**config.mk**
```make
export PLATFORM = sky130hd
export DESIGN_NAME = tls_search
export DESIGN_NICKNAME = d
export VERILOG_FILES = /design/src/hdl/assert_macros.svh /design/src/hdl/tls_pkg.sv /design/src/hdl/tls_search.sv
export SDC_FILE = /design/constraint.sdc
export NUM_CORES = 1
export LEC_CHECK = 0
export ABC_AREA = 1
export BUFFER_PORTS_ARGS = -buffer_cell sky130_fd_sc_hd__buf_2
export CAP_MARGIN = 25
export CORE_MARGIN = 2
export CORE_UTILIZATION = 58
export CTS_CLUSTER_SIZE = 30
export DETAILED_ROUTE_END_ITERATION = 12
export PLACE_DENSITY_LB_ADDON = 0.15
export SKIP_CTS_REPAIR_TIMING = 1
export SLEW_MARGIN = 20
export SYNTH_ARGS = -nofsm -noshare
export SYNTH_HDL_FRONTEND = slang
export SYNTH_SLANG_ARGS = --single-unit
```
**constraint.sdc**
```tcl
create_clock -name i_clk -period 7.25 [get_ports i_clk]
set_input_delay 0 -clock i_clk [delete_from_list [all_inputs] [get_ports i_clk]]
set_output_delay 0 -clock i_clk [all_outputs]
set_load 0.05 [all_outputs]
```
**src/hdl/assert_macros.svh**
```systemverilog
// Assertion helpers for the RTL; the top-level file includes them.
`ifndef ASSERT_MACROS_SVH
`define ASSERT_MACROS_SVH

// Checked on every rising edge once reset is released.
`define TLS_ASSERT(label, prop, msg) \
    label: assert property (@(posedge i_clk) disable iff (!i_rst_n) (prop)) else $error(msg);

// Checked on every rising edge, reset included.
`define TLS_ASSERT_ALWAYS(label, prop, msg) \
    label: assert property (@(posedge i_clk) (prop)) else $error(msg);

`endif

```
**src/hdl/tls_pkg.sv**
```systemverilog
package tls_pkg;

    // Log geometry
    localparam int DEPTH   = 256;
    localparam int PAYLOAD = 96;
    localparam int AW      = $clog2(DEPTH);
    localparam int CW      = $clog2(DEPTH + 1);
    localparam int TW      = 64;
    localparam int LW      = 7;

    localparam logic [CW-1:0] DEPTH_C    = CW'(DEPTH);
    localparam logic [15:0]   LEN_MAX_16 = 16'(PAYLOAD - 1);
    localparam logic [LW-1:0] LEN_MAX    = LW'(PAYLOAD - 1);

    typedef enum logic [1:0] {
        MODE_START   = 2'd0,
        MODE_CAPTURE = 2'd1,
        MODE_STOP    = 2'd2,
        MODE_SEEK    = 2'd3
    } t_mode;

    typedef enum logic [1:0] {
        ST_IDLE,
        ST_SEEK
    } t_top_state;

    typedef enum logic {
        SK_IDLE,
        SK_PROBE
    } t_seek_state;

    typedef struct packed {
        t_mode           mode;
        logic [TW-1:0]   now_ms;
        logic [15:0]     length;
        logic [TW-1:0]   seek_time_ms;
    } t_in_word;

    typedef struct packed {
        logic            status;
        logic [7:0]      frame_index;
        logic [LW-1:0]   stored_length;
        logic [8:0]      frame_count;
        logic [TW-1:0]   duration_ms;
    } t_out_word;

    // Search launch from the top level
    typedef struct packed {
        logic            go;
        logic [CW-1:0]   count;
        logic [TW-1:0]   query;
    } t_seek_req;

    // Search completion
    typedef struct packed {
        logic            done;
        logic [AW-1:0]   index;
    } t_seek_rsp;

    // Log memory write port
    typedef struct packed {
        logic            we;
        logic [AW-1:0]   addr;
        logic [TW-1:0]   data;
    } t_wr_req;

endpackage

```
**src/hdl/tls_search.sv**
```systemverilog
module tls_search
    import tls_pkg::*;
(
    input  logic          i_clk,
    input  logic          i_rst_n,
    input  t_seek_req     i_req,
    input  logic [TW-1:0] i_rd_data,
    output logic [AW-1:0] o_rd_addr,
    output t_seek_rsp     o_rsp
);

    t_seek_state   r_state, n_state;
    logic [CW-1:0] r_lo, n_lo;
    logic [CW-1:0] r_hp, n_hp;      // hi + 1, so the range is [lo, hp)
    logic [AW-1:0] r_mid, n_mid;
    logic [AW-1:0] r_found, n_found;
    logic [TW-1:0] r_query, n_query;

    logic          le;
    logic [CW-1:0] lo_nx, hp_nx;
    logic [AW-1:0] found_nx;
    logic [CW:0]   mid_sum;

    // State register
    always_ff @(posedge i_clk) begin
        if (!i_rst_n) begin
            r_state <= SK_IDLE;
        end else begin
            r_state <= n_state;
        end
    end

    // Search registers
    always_ff @(posedge i_clk) begin
        r_lo    <= n_lo;
        r_hp    <= n_hp;
        r_mid   <= n_mid;
        r_found <= n_found;
        r_query <= n_query;
    end

    // One probe per cycle: compare the word read at mid, narrow, issue next read
    always_comb begin
        n_state     = r_state;
        n_lo        = r_lo;
        n_hp        = r_hp;
        n_mid       = r_mid;
        n_found     = r_found;
        n_query     = r_query;
        o_rd_addr   = r_mid;
        o_rsp.done  = 1'b0;
        o_rsp.index = r_found;

        le       = (i_rd_data <= r_query);
        lo_nx    = le ? (CW'(r_mid) + CW'(1)) : r_lo;
        hp_nx    = le ? r_hp : CW'(r_mid);
        found_nx = le ? r_mid : r_found;
        mid_sum  = (CW+1)'(lo_nx) + (CW+1)'(hp_nx) - (CW+1)'(1);

        unique case (r_state)
            SK_IDLE: begin
                if (i_req.go) begin
                    // count is at least one here
                    n_lo      = '0;
                    n_hp      = i_req.count;
                    n_query   = i_req.query;
                    n_found   = '0;
                    n_mid     = AW'((i_req.count - CW'(1)) >> 1);
                    o_rd_addr = n_mid;
                    n_state   = SK_PROBE;
                end
            end
            SK_PROBE: begin
                n_lo    = lo_nx;
                n_hp    = hp_nx;
                n_found = found_nx;
                if (lo_nx < hp_nx) begin
                    n_mid     = AW'(mid_sum >> 1);
                    o_rd_addr = n_mid;
                end else begin
                    o_rsp.done  = 1'b1;
                    o_rsp.index = found_nx;
                    n_state     = SK_IDLE;
                end
            end
            default: n_state = SK_IDLE;
        endcase
    end

endmodule

```
* Yosys cells after proc, flatten, opt, wreduce, memory -nomap -nowiden *
Index checks and enable logic that the tools add are counted.

storage, ports and cells
  register bits = 99
  input port bits = 140
  logic and storage cells = 32

operators by class
  eq/ne operators = 1
  reduce and logical (&&, ||, !) cells = 1
  multiplexer cells = 17
  bitwise logic cells = 1
  add/subtract/negate cells = 4
  magnitude comparators = 2

operators by type and width
  kind                 number
  $le 64x64->1         1
  $mux 9               6
  $pmux 9 s2           2
  $mux 8               4
  $pmux 8 s2           2
  $sub 9x1->9 const B  2
  $add 8x1->9 const B  1
  $add 9x9->9          1
  $lt 9x9->1           1
  $mux 1               2
  $ne 2x2->1 const B   1
  $pmux 1 s2           1
  $reduce_and 2->1     1
  $not 1->1            1

* Logic depth before layout (Yosys ltp) *
Gate-level depths: netlist of the first run.

  depth in word-level cells = 6
  depth in mapped cells = 34
  depth with buffers taken out = 33

* Worst setup path after synthesis of the first run *
OpenSTA, ideal clock, no wires.

  kind = register -> register
  from = register r_query[41]
  to = register r_mid[6]
  cell stages (with the launch flop) = 27
  clock period less this slack = 4.439 ns
  setup slack = 2.811 ns
  arrival time = 4.236 ns
  cell sequence = edfxtp_1 inv_1 ha_1 nand2_1 inv_1 o21ai_0 a21oi_1 nor2_1 nand2_1 a21oi_1 nand2_4 nand2_4 clkbuf_1 o21ai_0 o21ai_0 inv_1 ha_1 inv_1 nor2_1 nor2_1 ha_1 or2_2 a31oi_1 o21bai_1 a21oi_1 xor2_1 o21ai_1

between the ends
  word-level cells in the longest chain between the ends = 6

RTL lines
  element                 RTL line          source
  start, declared         tls_search.sv:17  logic [TW-1:0] r_query, n_query;
  start signal, assigned  tls_search.sv:39  r_query <= n_query;
  $le 64x64->1 *          tls_search.sv:54  le = (i_rd_data <= r_query);
  $mux 9 *                tls_search.sv:55  lo_nx = le ? (CW'(r_mid) + CW'(1)) : r_lo;
  named net lo_nx[2]      tls_search.sv:20  logic [CW-1:0] lo_nx, hp_nx;
  $add 9x9->9             tls_search.sv:58  mid_sum = (CW+1)'(lo_nx) + (CW+1)'(hp_nx) - (CW+1)'(1);
  $sub 9x1->9             tls_search.sv:58
  $mux 8 *                -
  $pmux 8 s2 *            tls_search.sv:60  unique case (r_state)
  named net o_rd_addr[6]  tls_search.sv:8   output logic [AW-1:0] o_rd_addr,
  end signal, assigned    tls_search.sv:37  r_mid <= n_mid;
  end, declared           tls_search.sv:15  logic [AW-1:0] r_mid, n_mid;

The timed path passes the listed nets; every way through them passes the cells marked *.
A chain may end at the register's enable or synchronous reset.

* Final worst setup path of the first run *
  from = register r_query[31]
  to = output o_rd_addr[6]

between the ends
  word-level cells in the longest chain between the ends = 6

RTL lines
  element             RTL line          source
  $le 64x64->1 *      tls_search.sv:54
  $mux 9 *            tls_search.sv:55
  named net lo_nx[2]  tls_search.sv:20
  $add 9x9->9         tls_search.sv:58
  $sub 9x1->9         tls_search.sv:58
  $mux 8 *            tls_search.sv:77  if (lo_nx < hp_nx) begin
  $pmux 8 s2 *        -
  end, declared       tls_search.sv:8

Marks and branches as above.

==> results of run 1 <==
==> sequential cells by signal, summed over array words and instances, names as in the netlist <==
name	cells
r_query	64
r_hp	9
r_lo	9
r_found	8
r_mid	8
r_state	1
==> metrics by stage <==
| step | cell area (sq um) | instances |
|---|---|---|
| 5_1_grt | 8130 | 1050 |
| 3_5_place_dp | 7170 | 960 |
| 3_3_place_gp | 7170 | 960 |
| 4_1_cts | 7350 | 976 |
| 2_1_floorplan | 6270 | 678 |
| 6_report | 8130 | 1050 |
==> power by group through the flow <==
stage               sequential (uW)  clock [uW]  combinational, uW
global placement                791           0               1100
finish                          782         328               1190
global route                    792         356               1330
detailed placement              794           0               1140
CTS                             781         338               1150
floorplan                       779           0                884
==> logic make-up after synthesis <==
family / after synthesis
AOI/OAI and AO/OA: 113
xor gates and xnor gates: 12
adders and majority gates: 87
buffers and inverters: 137
DFF: 99
and+or+nand+nor: 230
==> Yosys cell counts, drive strengths merged, types with 7 or more instances <==
cell type and instances:
edfxtp 90, nand4 7, o21ai 55, a21oi 44
nor2 60, ha 87, nor3 9, dfxtp 9
inv 126, nand2 131, nand3 16, xor2 7
==> cell type report <==
cell class,count,area [sq um]
Sequential cell,99,2880
Multi-Input combinational cell,442,2860
Clock buffer,9,124
Tap cell,136,170
Fill cell,695,2290
Timing Repair Buffer,231,1560
Clock inverter,7,53.8
Inverter,126,473
==> placed cells by master (no fill, tap or decap), types with 9 or more instances in the layout <==
cell / n
nand3_1: 14
buf_2: 156
a21oi_1: 44
nor2_1: 59
inv_1: 124
edfxtp_1: 90
nand2_1: 117
ha_1: 87
clkbuf_8: 9
dfxtp_1: 9
dlygate4sd3_1: 72
o21ai_0: 41
nand2_2: 9
==> critical path: stages (launching register included) <==
cell,delay [ns]
edfxtp_1,0.37
inv_1,0.06
ha_1,0.23
a21oi_1,0.21
o21a_1,0.19
nand2_1,0.10
a21oi_1,0.19
nand2_1,0.11
nand2_2,0.08
nand2_4,0.07
nand2_4,0.34
o21ai_0,0.14
o21ai_0,0.17
inv_1,0.09
ha_1,0.33
inv_1,0.07
nor2_1,0.16
nor2_1,0.07
ha_1,0.19
or2_2,0.32
a31oi_1,0.27
o21bai_1,0.10
a21oi_1,0.16
xor2_1,0.08
o21ai_1,0.16
buf_2,0.29
==> per-layer routing <==
layer	share of wire	vias to the layer above
met2	0.51	163
met1	0.41	2446
met3	0.057	33
met5	0	-
met4	0.025	0
li1	-	2717
==> path summary, 6_finish.rpt <==
kind                                          end  cells past startpoint
worst max-delay path                 o_rd_addr[6]                     25
worst min-delay path            r_hp[3]$_DFFE_PP_                      3
worst max register to register   r_mid[6]$_DFF_P_                     24
worst min register to register  r_hp[8]$_DFFE_PP_                      2
==> summary.md, run 1 <==
| Metric | Value |
|---|---|
| XOR/XNOR Fraction of Synth Area | 0.0168 |
| Cell Rows | 37 |
| Yosys top cell area share | 0.431 |
| GRT Residual Overflow | 0 |
| Met2 usage in global routing | 0.439 |
| Power Dens Cells | 283 nW/um^2 |
| Largest family of logic cells by synthesized area | adder cells |
| Die Area | 11700 sq um |
| Via density | 5.10 |
| Post-synth EDFFs | 90 |
| Layout Skew | 0.00943 ns |
| GR met3 Demand/Resource | 0.0615 |
| Outcome | finished, final reports clean |
| First-pass GRT wire length | 22100 microns |
| Detailed Route Iter0 Violations | 280 |
| Fmax | 0.202 GHz |
| Hold Crit Class | input port to register |
| Period minus WS final | 4.95 ns |
| Worst-margin pin slew | 0.939 ns |
| Final WL | 14900 microns |
| Number of remaining DRC errors | 0 |
| Async set or reset register ratio after synthesis | 0 |
| Compound-Gate Fraction of Synth Area | 0.101 |
| Pint | 1270 uW |
| Synth warn | 0 |
| Fin Setup TNS | 0 ns |
| Total clock sinks | 99 |
| Sequential-to-total area share from yosys stat | 0.460 |
| Adder-Cell Fraction of Synth Area | 0.174 |
| Initial antenna violation count | 0 |
| First-pass DRT Iterations | 4 |
| Fraction of synthesized area in multiplexers | 0 |
| H-tree lvl count | 3 |
| Clk_lat worst skew | 0.38 ns |
| Reg2Reg Setup Slack | 2.85 ns |
| Combinational power share | 0.518 |
| Syn Area/Cell | 9.25 sq um |
| Share of cells above drive strength 1 | 0.225 |
| Synth Register Bits | 99 |
| Hold slack | 0.0164 ns |
| Worst r2r src | r_query[31]$_DFFE_PP_ |
| Clk network pwr share | 0.142 |
| Grt met1 use | 0.289 |
| Area share of and/or/nand/nor cells after synthesis | 0.164 |
| Sw frac | 0.448 |
| Synth unique cells | 34 |
| Final Wtd Congestion | 0.842 |
| Sw power | 1030 uW |
| Post-Place Worst Slack | 2.80 ns |
| Critical path launch point | r_query[31]$_DFFE_PP_ |
| Root Driver | clkbuf_8 |
| CP Launch Type | register |
| Via count | 5359 |
| Kind of critical path | register to output pin |
| Yosys top cell by area | edfxtp_1 |
| Clock input transition at the sequential cells of the worst setup and hold paths | 0.10 ns |
| # setup viols final | 0 |
| Starting Density | 0.602 |
| Crit path required time | 7.25 ns |
| GR peak layer | met2 |
| Total CTS buffers | 9 |
| Synth area leaders | edfxtp_1, ha_1, inv_1 |
| Die W | 108 microns |
| Mapped Area | 6270 sq um |
| Port Buffers | 156 |
| CP Capture Type | output pin |
| Worst endpoint data arrival time | 4.95 ns |
| Hold Crit Start | i_req[67] |
| Crit path max fanout | 45 |
| RSZ-0062 raised after global routing | false |
| Synth Flop Type | edfxtp_1 |
| GRT Total Usage | 0.247 |
| Peak supply drop | 353 uV |
| Post-Syn Nets | 905 |
| Antenna Nets Post-Route | 0 |
| Max Root-Sink Buffers | 2 |
| Post-Route Utilization | 0.780 |
| Tot Pwr | 2300 uW |
| Core Region | 10400 sq um |
| Area Growth Syn to Fin | 29.6% |
| Vias in the first global route | 5048 |
| Die Y | 108 microns |
| I/O pins | 157 |
| Slew Limit Fails | 0 |
| Static leakage power | 0.00404 uW |
| Nets@finish | 1136 |
| DP HPWL | 10700 microns |
| Max transition margin | 0.374 |
| Worst setup margin | 2.30 ns |
| Final Hold Fails | 0 |
| Reg power frac | 0.340 |
| Largest net degree at the start of global routing | 78 |
| CTS tree | yes |
| Antenna Cells | 0 |
| Max cap viols | 0 |
| Final worst-path cycle share | 0.683 |
| Cell count after synthesis | 678 |
| Detailed-route wire length per cell | 14.2 microns |
Power figures use the tool's default switching activity.
==> run 2, diff against run 1 <==
--- a/config.mk
+++ b/config.mk
@@ -5,11 +5,11 @@
 export SDC_FILE = /design/constraint.sdc
 export NUM_CORES = 1
 export LEC_CHECK = 0
-export ABC_AREA = 1
+export ABC_AREA = 0
 export BUFFER_PORTS_ARGS = -buffer_cell sky130_fd_sc_hd__buf_2
 export CAP_MARGIN = 25
 export CORE_MARGIN = 2
-export CORE_UTILIZATION = 58
+export CORE_UTILIZATION = 54
 export CTS_CLUSTER_SIZE = 30
 export DETAILED_ROUTE_END_ITERATION = 12
 export PLACE_DENSITY_LB_ADDON = 0.15
==> constraint.sdc (replaced) <==
create_clock -name i_clk -period 4.6 [get_ports i_clk]
set_input_delay 0 -clock i_clk [delete_from_list [all_inputs] [get_ports i_clk]]
set_output_delay 0 -clock i_clk [all_outputs]
set_load 0.05 [all_outputs]
==> run 2 against run 1 <==
Effect of this change: combinational power grew to 2.7 times the previous value; synthesized cell count is 14% lower; first-iteration DRC count is 32% higher; sequential power rose by 69%; largest cell class is now multi-input combinational cells; register-to-register slack worse by 2.9 ns; clock-buffer cell count did not move; the flow now finishes with violations (negative setup slack); die area up 8.0%; cell area grew 16%.
==> summary.md, run 2 <==
| Metric | Value |
|---|---|
| Worst-margin pin slew | 0.871 ns (was 0.939 ns) |
| Fillcell total | 636 (was 695) |
| Final worst-path cycle share | 1.10 |
| H-tree lvl count | 3 (unchanged) |
| Hold Crit Class | input port to register (unchanged) |
| Via count | 5541 (was 5359) |
| Count leader, synth | edfxtp_1 (was inv_1) |
| Failing checks | negative setup slack |
| Combinational power share | 0.605 (was 0.518) |
| Sequential-to-total area share from yosys stat | 0.456 (was 0.460) |
| CP Launch Type | register (unchanged) |
| Antenna Nets Post-Route | 0 (unchanged) |
| Detailed Route Iter0 Violations | 370 (was 280) |
| Hold path depth | 3 (unchanged) |
| Syn Area/Cell | 10.8 sq um (was 9.25 sq um) |
| Max cap viols | 0 (unchanged) |
| Pint | 3070 uW (was 1270 uW) |
| Final WL | 18300 microns (was 14900 microns) |
| Initial antenna violation count | 0 (unchanged) |
| Slew Limit Fails | 0 (unchanged) |
| Max stage delay on crit path | 0.38 ns (was 0.37 ns) |
| Root Driver | clkbuf_16 (was clkbuf_8) |
| # setup viols final | 20 (was 0) |
| Total clock sinks | 99 (unchanged) |
| Total CTS buffers | 9 (unchanged) |
| Vias in the first global route | 5198 (was 5048) |
| CTS tree | yes (unchanged) |
| Area Growth Syn to Fin | 48.5% (was 29.6%) |
| Clk network pwr share | 0.142 (about the same) |
| Die Area | 12600 sq um (was 11700 sq um) |
| DP HPWL | 11700 microns (was 10700 microns) |
| Port Buffers | 156 (unchanged) |
| Number of remaining DRC errors | 0 (unchanged) |
| Fmax | 0.197 GHz |
| Static leakage power | 0.00418 uW (was 0.00404 uW) |
| Detailed-route wire length per cell | 18.1 microns (was 14.2 microns) |
| Register with the most flip-flops | r_query (unchanged) |
| Yosys top cell by area | edfxtp_1 (unchanged) |
| Kind of critical path | register to output pin (unchanged) |
| Layout Skew | 0.00694 ns (was 0.00943 ns) |
| Core Region | 11400 sq um (was 10400 sq um) |
| Synth area leaders | edfxtp_1, ha_1, inv_1 (unchanged) |
| Largest registers | r_query x64, r_hp x9, r_lo x9 (unchanged) |
| Antenna Cells | 0 (unchanged) |
| Reg power frac | 0.252 (was 0.340) |
| Yosys top cell area share | 0.427 (was 0.431) |
| Starting Density | 0.554 (was 0.602) |
| Post-synth EDFFs | 90 (unchanged) |
| Period minus WS final | 5.07 ns |
| Final Hold Fails | 0 (unchanged) |
| Final Wtd Congestion | 0.873 (was 0.842) |
| CP Capture Type | output pin (unchanged) |
| Hold slack | 0.0412 ns (was 0.0164 ns) |
| Die W | 112 microns (was 108 microns) |
| Worst setup margin | -0.468 ns (was 2.30 ns) |
| Critical Path, Cell by Cell | inv_1, ha_4, nand4_1, nor4_4, buf_4, nand3_1, o22ai_2, nor4_4, nor2_4, buf_6, mux2i_2, inv_1, ha_4, ha_4, or3_4, a22oi_2, o31ai_2, a21oi_2, xnor2_1, or3_1, o211ai_1, buf_4 |
| I/O pins | 157 (unchanged) |
| Sw power | 2150 uW (was 1030 uW) |
| Peak supply drop | 704 uV (was 353 uV) |
| Synth warn | 0 (unchanged) |
| Clk_lat worst skew | 0.36 ns (was 0.38 ns) |
| RSZ-0062 raised after global routing | true (was false) |
| Max Root-Sink Buffers | 2 (unchanged) |
| Fin Setup TNS | -7.01 ns (was 0 ns) |
| Outcome | finished, violations left (was finished, final reports clean) |
| Cell count after synthesis | 585 (was 678) |
| Max transition margin | 0.419 (was 0.374) |
| Top delay family on crit path | simple AND/OR/NAND/NOR gates (was compound AO/OA/AOI/OAI gates) |
| GRT Total Usage | 0.242 (was 0.247) |
| Worst endpoint data arrival time | 5.07 ns (was 4.95 ns) |
| Synth top cells by count | edfxtp_1, inv_1, ha_1, a21oi_1, nand2_1 (was inv_1, nand2_1, edfxtp_1, ha_1, nor2_1) |
| Synth Register Bits | 99 (unchanged) |
| Max reg flops | 64 (unchanged) |
| Async set or reset register ratio after synthesis | 0 (unchanged) |
| Synth Flop Type | edfxtp_1 (unchanged) |
| First-pass GRT wire length | 24100 microns (was 22100 microns) |
| Cell Rows | 39 (was 37) |
| Sw frac | 0.413 (was 0.448) |
| Nets@finish | 1088 (was 1136) |
| Most common cell on crit path | ha_4 |
| Crit path required time | 4.60 ns (was 7.25 ns) |
| Via density | 5.49 (was 5.10) |
| Post-Place Worst Slack | -0.124 ns (was 2.80 ns) |
| GRT Residual Overflow | 0 (unchanged) |
| Synth unique cells | 57 (was 34) |
| Commonest non-fill, non-tap cell in the layout | buf_2 (unchanged) |
| Most frequent cells in the layout | buf_2, edfxtp_1, inv_1 (was buf_2, inv_1, nand2_1) |
| Mapped Area | 6320 sq um (was 6270 sq um) |
| FF-to-FF path depth | 22 (was 24) |
| First-pass DRT Iterations | 5 (was 4) |
| Post-Syn Nets | 812 (was 905) |
| CP max stage cell | or3_4 (was edfxtp_1) |
| Largest net degree at the start of global routing | 65 (was 78) |
| Power Dens Cells | 556 nW/um^2 (was 283 nW/um^2) |
| Clock input transition at the sequential cells of the worst setup and hold paths | 0.07 ns (was 0.10 ns) |
| Buf+Inv Stages, Crit Path | 5 (was 4) |
| Die Y | 112 microns (was 108 microns) |
| Share of cells above drive strength 1 | 0.371 (was 0.225) |
| WP depth | 22 (was 25) |
| Crit path max fanout | 4 (was 45) |
run 2: changes by cell type in the layout (fill, tap and decap cells not counted), moves of 9 or more:
cell       previous run  this run
buf_2               156       139
buf_4                 1        50
buf_6                 0        19
clkbuf_16             0         9
clkbuf_8              9         0
ha_1                 87        58
ha_4                  0        26
inv_1               124        81
mux2_4                0        10
mux2i_4               0        13
nand2_1             117        39
nor2_1               59        24
o21ai_0              41        23
run 2: logic make-up (layout without fill, tap and decap cells):
| group | after synthesis | after routing | synth area share |
|---|---|---|---|
| simple gates | 136 | 136 | 0.116 |
| compound gates | 109 | 109 | 0.111 |
| fa+ha+maj | 88 | 88 | 0.174 |
| buf+inv | 100 | 381 | 0.0602 |
| flops | 99 | 99 | 0.456 |
| mux | 31 | 31 | 0.0524 |
| xor+xnor | 22 | 22 | 0.0305 |
run 2: layout make-up:
| cell class | instances | area [sq um] | share of cell area |
|---|---|---|---|
| clock buffers | 9 | 225 | 0.0240 |
| inverters | 89 | 334 | 0.0356 |
| multi-input cells | 386 | 3710 | 0.396 |
| flip-flops and latches | 99 | 2880 | 0.307 |
| clock inverters | 7 | 61.3 | 0.00653 |
| well taps | 143 | 179 | 0.0191 |
| repair buffers | 276 | 1990 | 0.212 |
run 2: path summary, 6_finish.rpt:
check | slack [ns] | startpoint | endpoint
worst max-delay path | -0.47 | r_query[58]$_DFFE_PP_ | o_rd_addr[7]
worst min-delay path | 0.04 | i_req[72] | r_hp[8]$_DFFE_PP_
worst max register to register | -0.07 | r_query[58]$_DFFE_PP_ | r_mid[7]$_DFF_P_
worst min register to register | 0.66 | r_found[3]$_SDFFCE_PN0P_ | r_found[3]$_SDFFCE_PN0P_
run 2: routing by layer:
layer,global-route usage,routed length [microns],share of wire
met2,0.423,9630,0.53
met1,0.294,6940,0.38
met5,0,0,0
met3,0.0610,1210,0.066
met4,0.0837,528,0.029
run 2: power by group through the flow:
stage               registers (uW)  clock network (uW)  logic, uW
floorplan                     1260                   0       1950
global placement              1320                   0       2620
detailed placement            1330                   0       2680
CTS                           1310                 751       2700
global route                  1330                 790       3390
finish                        1320                 743       3160
run 2: tightest hold or removal path: cells and delay by family:
kind | cells | cell delay [ns]
muxes | 1 | 0.11
buffers and inverters | 2 | 0.16
run 2: through the flow:
step / total power, uW / utilization / cell area [sq um] / std cells
after floorplan: 3210 / - / 6640 / 585
after detailed placement: 4010 / 0.695 / 7930 / 922
after global routing: 5510 / 0.822 / 9390 / 1009
after global placement: 3950 / 0.695 / 7930 / 922
after CTS: 4760 / 0.720 / 8220 / 938
final: 5220 / 0.822 / 9390 / 1009
==> run 3, diff against run 2 <==
--- a/config.mk
+++ b/config.mk
@@ -10,9 +10,10 @@
 export CAP_MARGIN = 25
 export CORE_MARGIN = 2
 export CORE_UTILIZATION = 54
+export CTS_CLUSTER_DIAMETER = 30
 export CTS_CLUSTER_SIZE = 30
 export DETAILED_ROUTE_END_ITERATION = 12
-export PLACE_DENSITY_LB_ADDON = 0.15
+export PLACE_DENSITY = 0.85
 export SKIP_CTS_REPAIR_TIMING = 1
 export SLEW_MARGIN = 20
 export SYNTH_ARGS = -nofsm -noshare
==> run 3 against run 2 <==
Effect of this change: the flow still finishes with violations (negative setup slack); sequential share of layout area up 0.82 points; flip-flop and latch count unchanged; via count up 1.8%.
==> summary.md, run 3 (synthesized netlist as in run 2, its figures left out) <==
| Metric | Value |
|---|---|
| Pint | 3040 uW (was 3070 uW) |
| Die W | 112 microns (unchanged) |
| RSZ-0062 raised after global routing | true (unchanged) |
| Failing checks | negative setup slack (unchanged) |
| Clk_lat worst skew | 0.35 ns (was 0.36 ns) |
| Sw power | 2180 uW (was 2150 uW) |
| Crit path max fanout | 6 (was 4) |
| GRT Total Usage | 0.254 (was 0.242) |
| Final WL | 19100 microns (was 18300 microns) |
| Post-Route Utilization | 0.801 (was 0.822) |
| Outcome | finished, violations left (unchanged) |
| Area Growth Syn to Fin | 44.6% (was 48.5%) |
| Largest registers | r_query x64, r_hp x9, r_lo x9 (unchanged) |
| Vias in the first global route | 5431 (was 5198) |
| Slew Limit Fails | 0 (unchanged) |
| Peak supply drop | 632 uV (was 704 uV) |
| Cell Rows | 39 (unchanged) |
| Worst-margin pin slew | 0.847 ns (was 0.871 ns) |
| DP HPWL | 12000 microns (was 11700 microns) |
| CP Launch Type | register (unchanged) |
| Power Dens Cells | 571 nW/um^2 (was 556 nW/um^2) |
| Max transition margin | 0.436 (was 0.419) |
| Routed wl met3 | 1210 microns (unchanged) |
| Reg2Reg Setup Slack | -0.42 ns (was -0.07 ns) |
| Period minus WS final | 5.36 ns (was 5.07 ns) |
| Reg power frac | 0.253 (was 0.252) |
| Sw frac | 0.417 (was 0.413) |
| Share of cells above drive strength 1 | 0.342 (was 0.371) |
| Kind of critical path | register to output pin (unchanged) |
| Max Root-Sink Buffers | 2 (unchanged) |
| Initial antenna violation count | 2 (was 0) |
| GRT Residual Overflow | 0 (unchanged) |
| Crit path required time | 4.60 ns (about the same) |
| Worst setup margin | -0.758 ns (was -0.468 ns) |
| H-tree lvl count | 3 (unchanged) |
| CP Capture Type | output pin (unchanged) |
| Die Y | 112 microns (unchanged) |
| Final Wtd Congestion | 0.923 (was 0.873) |
| Clk network pwr share | 0.140 (was 0.142) |
| Root Driver | clkbuf_16 (unchanged) |
| Met1 WL | 6820 microns (was 6940 microns) |
| Combinational power share | 0.607 (was 0.605) |
| CTS tree | yes (unchanged) |
| Final worst-path cycle share | 1.16 (was 1.10) |
| First-pass DRT Iterations | 5 (unchanged) |
| Number of remaining DRC errors | 0 (unchanged) |
| Antenna Nets Post-Route | 0 (unchanged) |
| Layout Skew | 0.0125 ns (was 0.00694 ns) |
| Nets@finish | 1077 (was 1088) |
| I/O pins | 157 (unchanged) |
| Die Area | 12600 sq um (unchanged) |
| # setup viols final | 26 (was 20) |
| Final Hold Fails | 0 (unchanged) |
| First-pass GRT wire length | 25300 microns (was 24100 microns) |
| Highest Signal Layer | met4 (unchanged) |
| Detailed Route Iter0 Violations | 321 (was 370) |
| Fmax | 0.187 GHz (was 0.197 GHz) |
| Via count | 5640 (was 5541) |
| Max reg flops | 64 (unchanged) |
| Hold Crit Class | input port to register (unchanged) |
| Register with the most flip-flops | r_query (unchanged) |
| Largest net degree at the start of global routing | 65 (unchanged) |
| Static leakage power | 0.00413 uW (was 0.00418 uW) |
| Met2 Wirelength | 10200 microns (was 9630 microns) |
| Fin Setup TNS | -14.09 ns (was -7.01 ns) |
| Port Buffers | 156 (unchanged) |
| Total clock sinks | 99 (unchanged) |
| Starting Density | 0.554 (unchanged) |
| Worst endpoint data arrival time | 5.36 ns (was 5.07 ns) |
| Max cap viols | 0 (unchanged) |
| Commonest non-fill, non-tap cell in the layout | buf_2 (unchanged) |
| Detailed-route wire length per cell | 19.1 microns (was 18.1 microns) |
| Tot Pwr | 5220 uW (about the same) |
| Clock input transition at the sequential cells of the worst setup and hold paths | 0.07 ns (about the same) |
| Via density | 5.63 (was 5.49) |
| Most frequent cells in the layout | buf_2, edfxtp_1, inv_1 (unchanged) |
| Fillcell total | 641 (was 636) |
| Total CTS buffers | 9 (unchanged) |
| Core Region | 11400 sq um (unchanged) |
==> run 3: critical path: stages (launching register included) <==
cell and delay, ns:
edfxtp_1 0.37, inv_1 0.07, ha_1 0.30, nand4_1 0.24, nor4_4 0.42, nand4_1 0.29
a31oi_4 0.25, nor4_4 0.08, nor2_4 0.21, buf_12 0.18, mux2i_2 0.33, ha_1 0.22
inv_1 0.07, ha_4 0.17, or3_4 0.36, a22oi_2 0.20, o31ai_1 0.13, a21oi_1 0.21
xnor2_1 0.11, or3_1 0.31, o211ai_1 0.24, buf_4 0.25
==> run 3: path summary, 6_finish.rpt <==
check	startpoint	endpoint	cells after the start
max	r_query[56]$_DFFE_PP_	o_rd_addr[7]	21
min	i_req[72]	r_hp[8]$_DFFE_PP_	3
max reg2reg	r_query[56]$_DFFE_PP_	r_mid[7]$_DFF_P_	23
min reg2reg	r_state$_SDFF_PN0_	r_hp[6]$_DFFE_PP_	2
==> run 3: stage by stage <==
step	hold slack (ns)	area, sq um	instances	setup WS [ns]
CTS	-0.186	8090	922	-0.675
detailed placement	0.178	7810	906	-0.200
global route	0.0572	9140	1001	-0.986
global placement	0.176	7810	906	-0.0338
finish	0.0446	9140	1001	-0.758
floorplan	0.0989	6640	585	-0.403
==> run 3: power by group through the flow <==
| stage | clock [uW] | sequential, uW | combinational, uW |
|---|---|---|---|
| after global placement | 0 | 1320 | 2510 |
| after CTS | 723 | 1310 | 2630 |
| after detailed placement | 0 | 1330 | 2580 |
| after floorplan | 0 | 1260 | 1950 |
| final | 730 | 1320 | 3170 |
| after global routing | 761 | 1330 | 3370 |
==> run 3: final cells by class <==
class	count	area (sq um)	area share
timing repair buffer	265	1940	0.212
clock buffer	13	250	0.0274
sequential	99	2880	0.315
tap	143	179	0.0196
antenna	3	7.51	0.000821
clock inverter	3	25.0	0.00274
multi-input combinational	386	3530	0.386
inverter	89	334	0.0365
==> run 3: layer usage <==
| layer | GRT usage | vias up |
|---|---|---|
| li1 | - | 2632 |
| met1 | 0.290 | 2669 |
| met2 | 0.457 | 270 |
| met3 | 0.0578 | 69 |
| met4 | 0.107 | 0 |
| met5 | 0 | - |
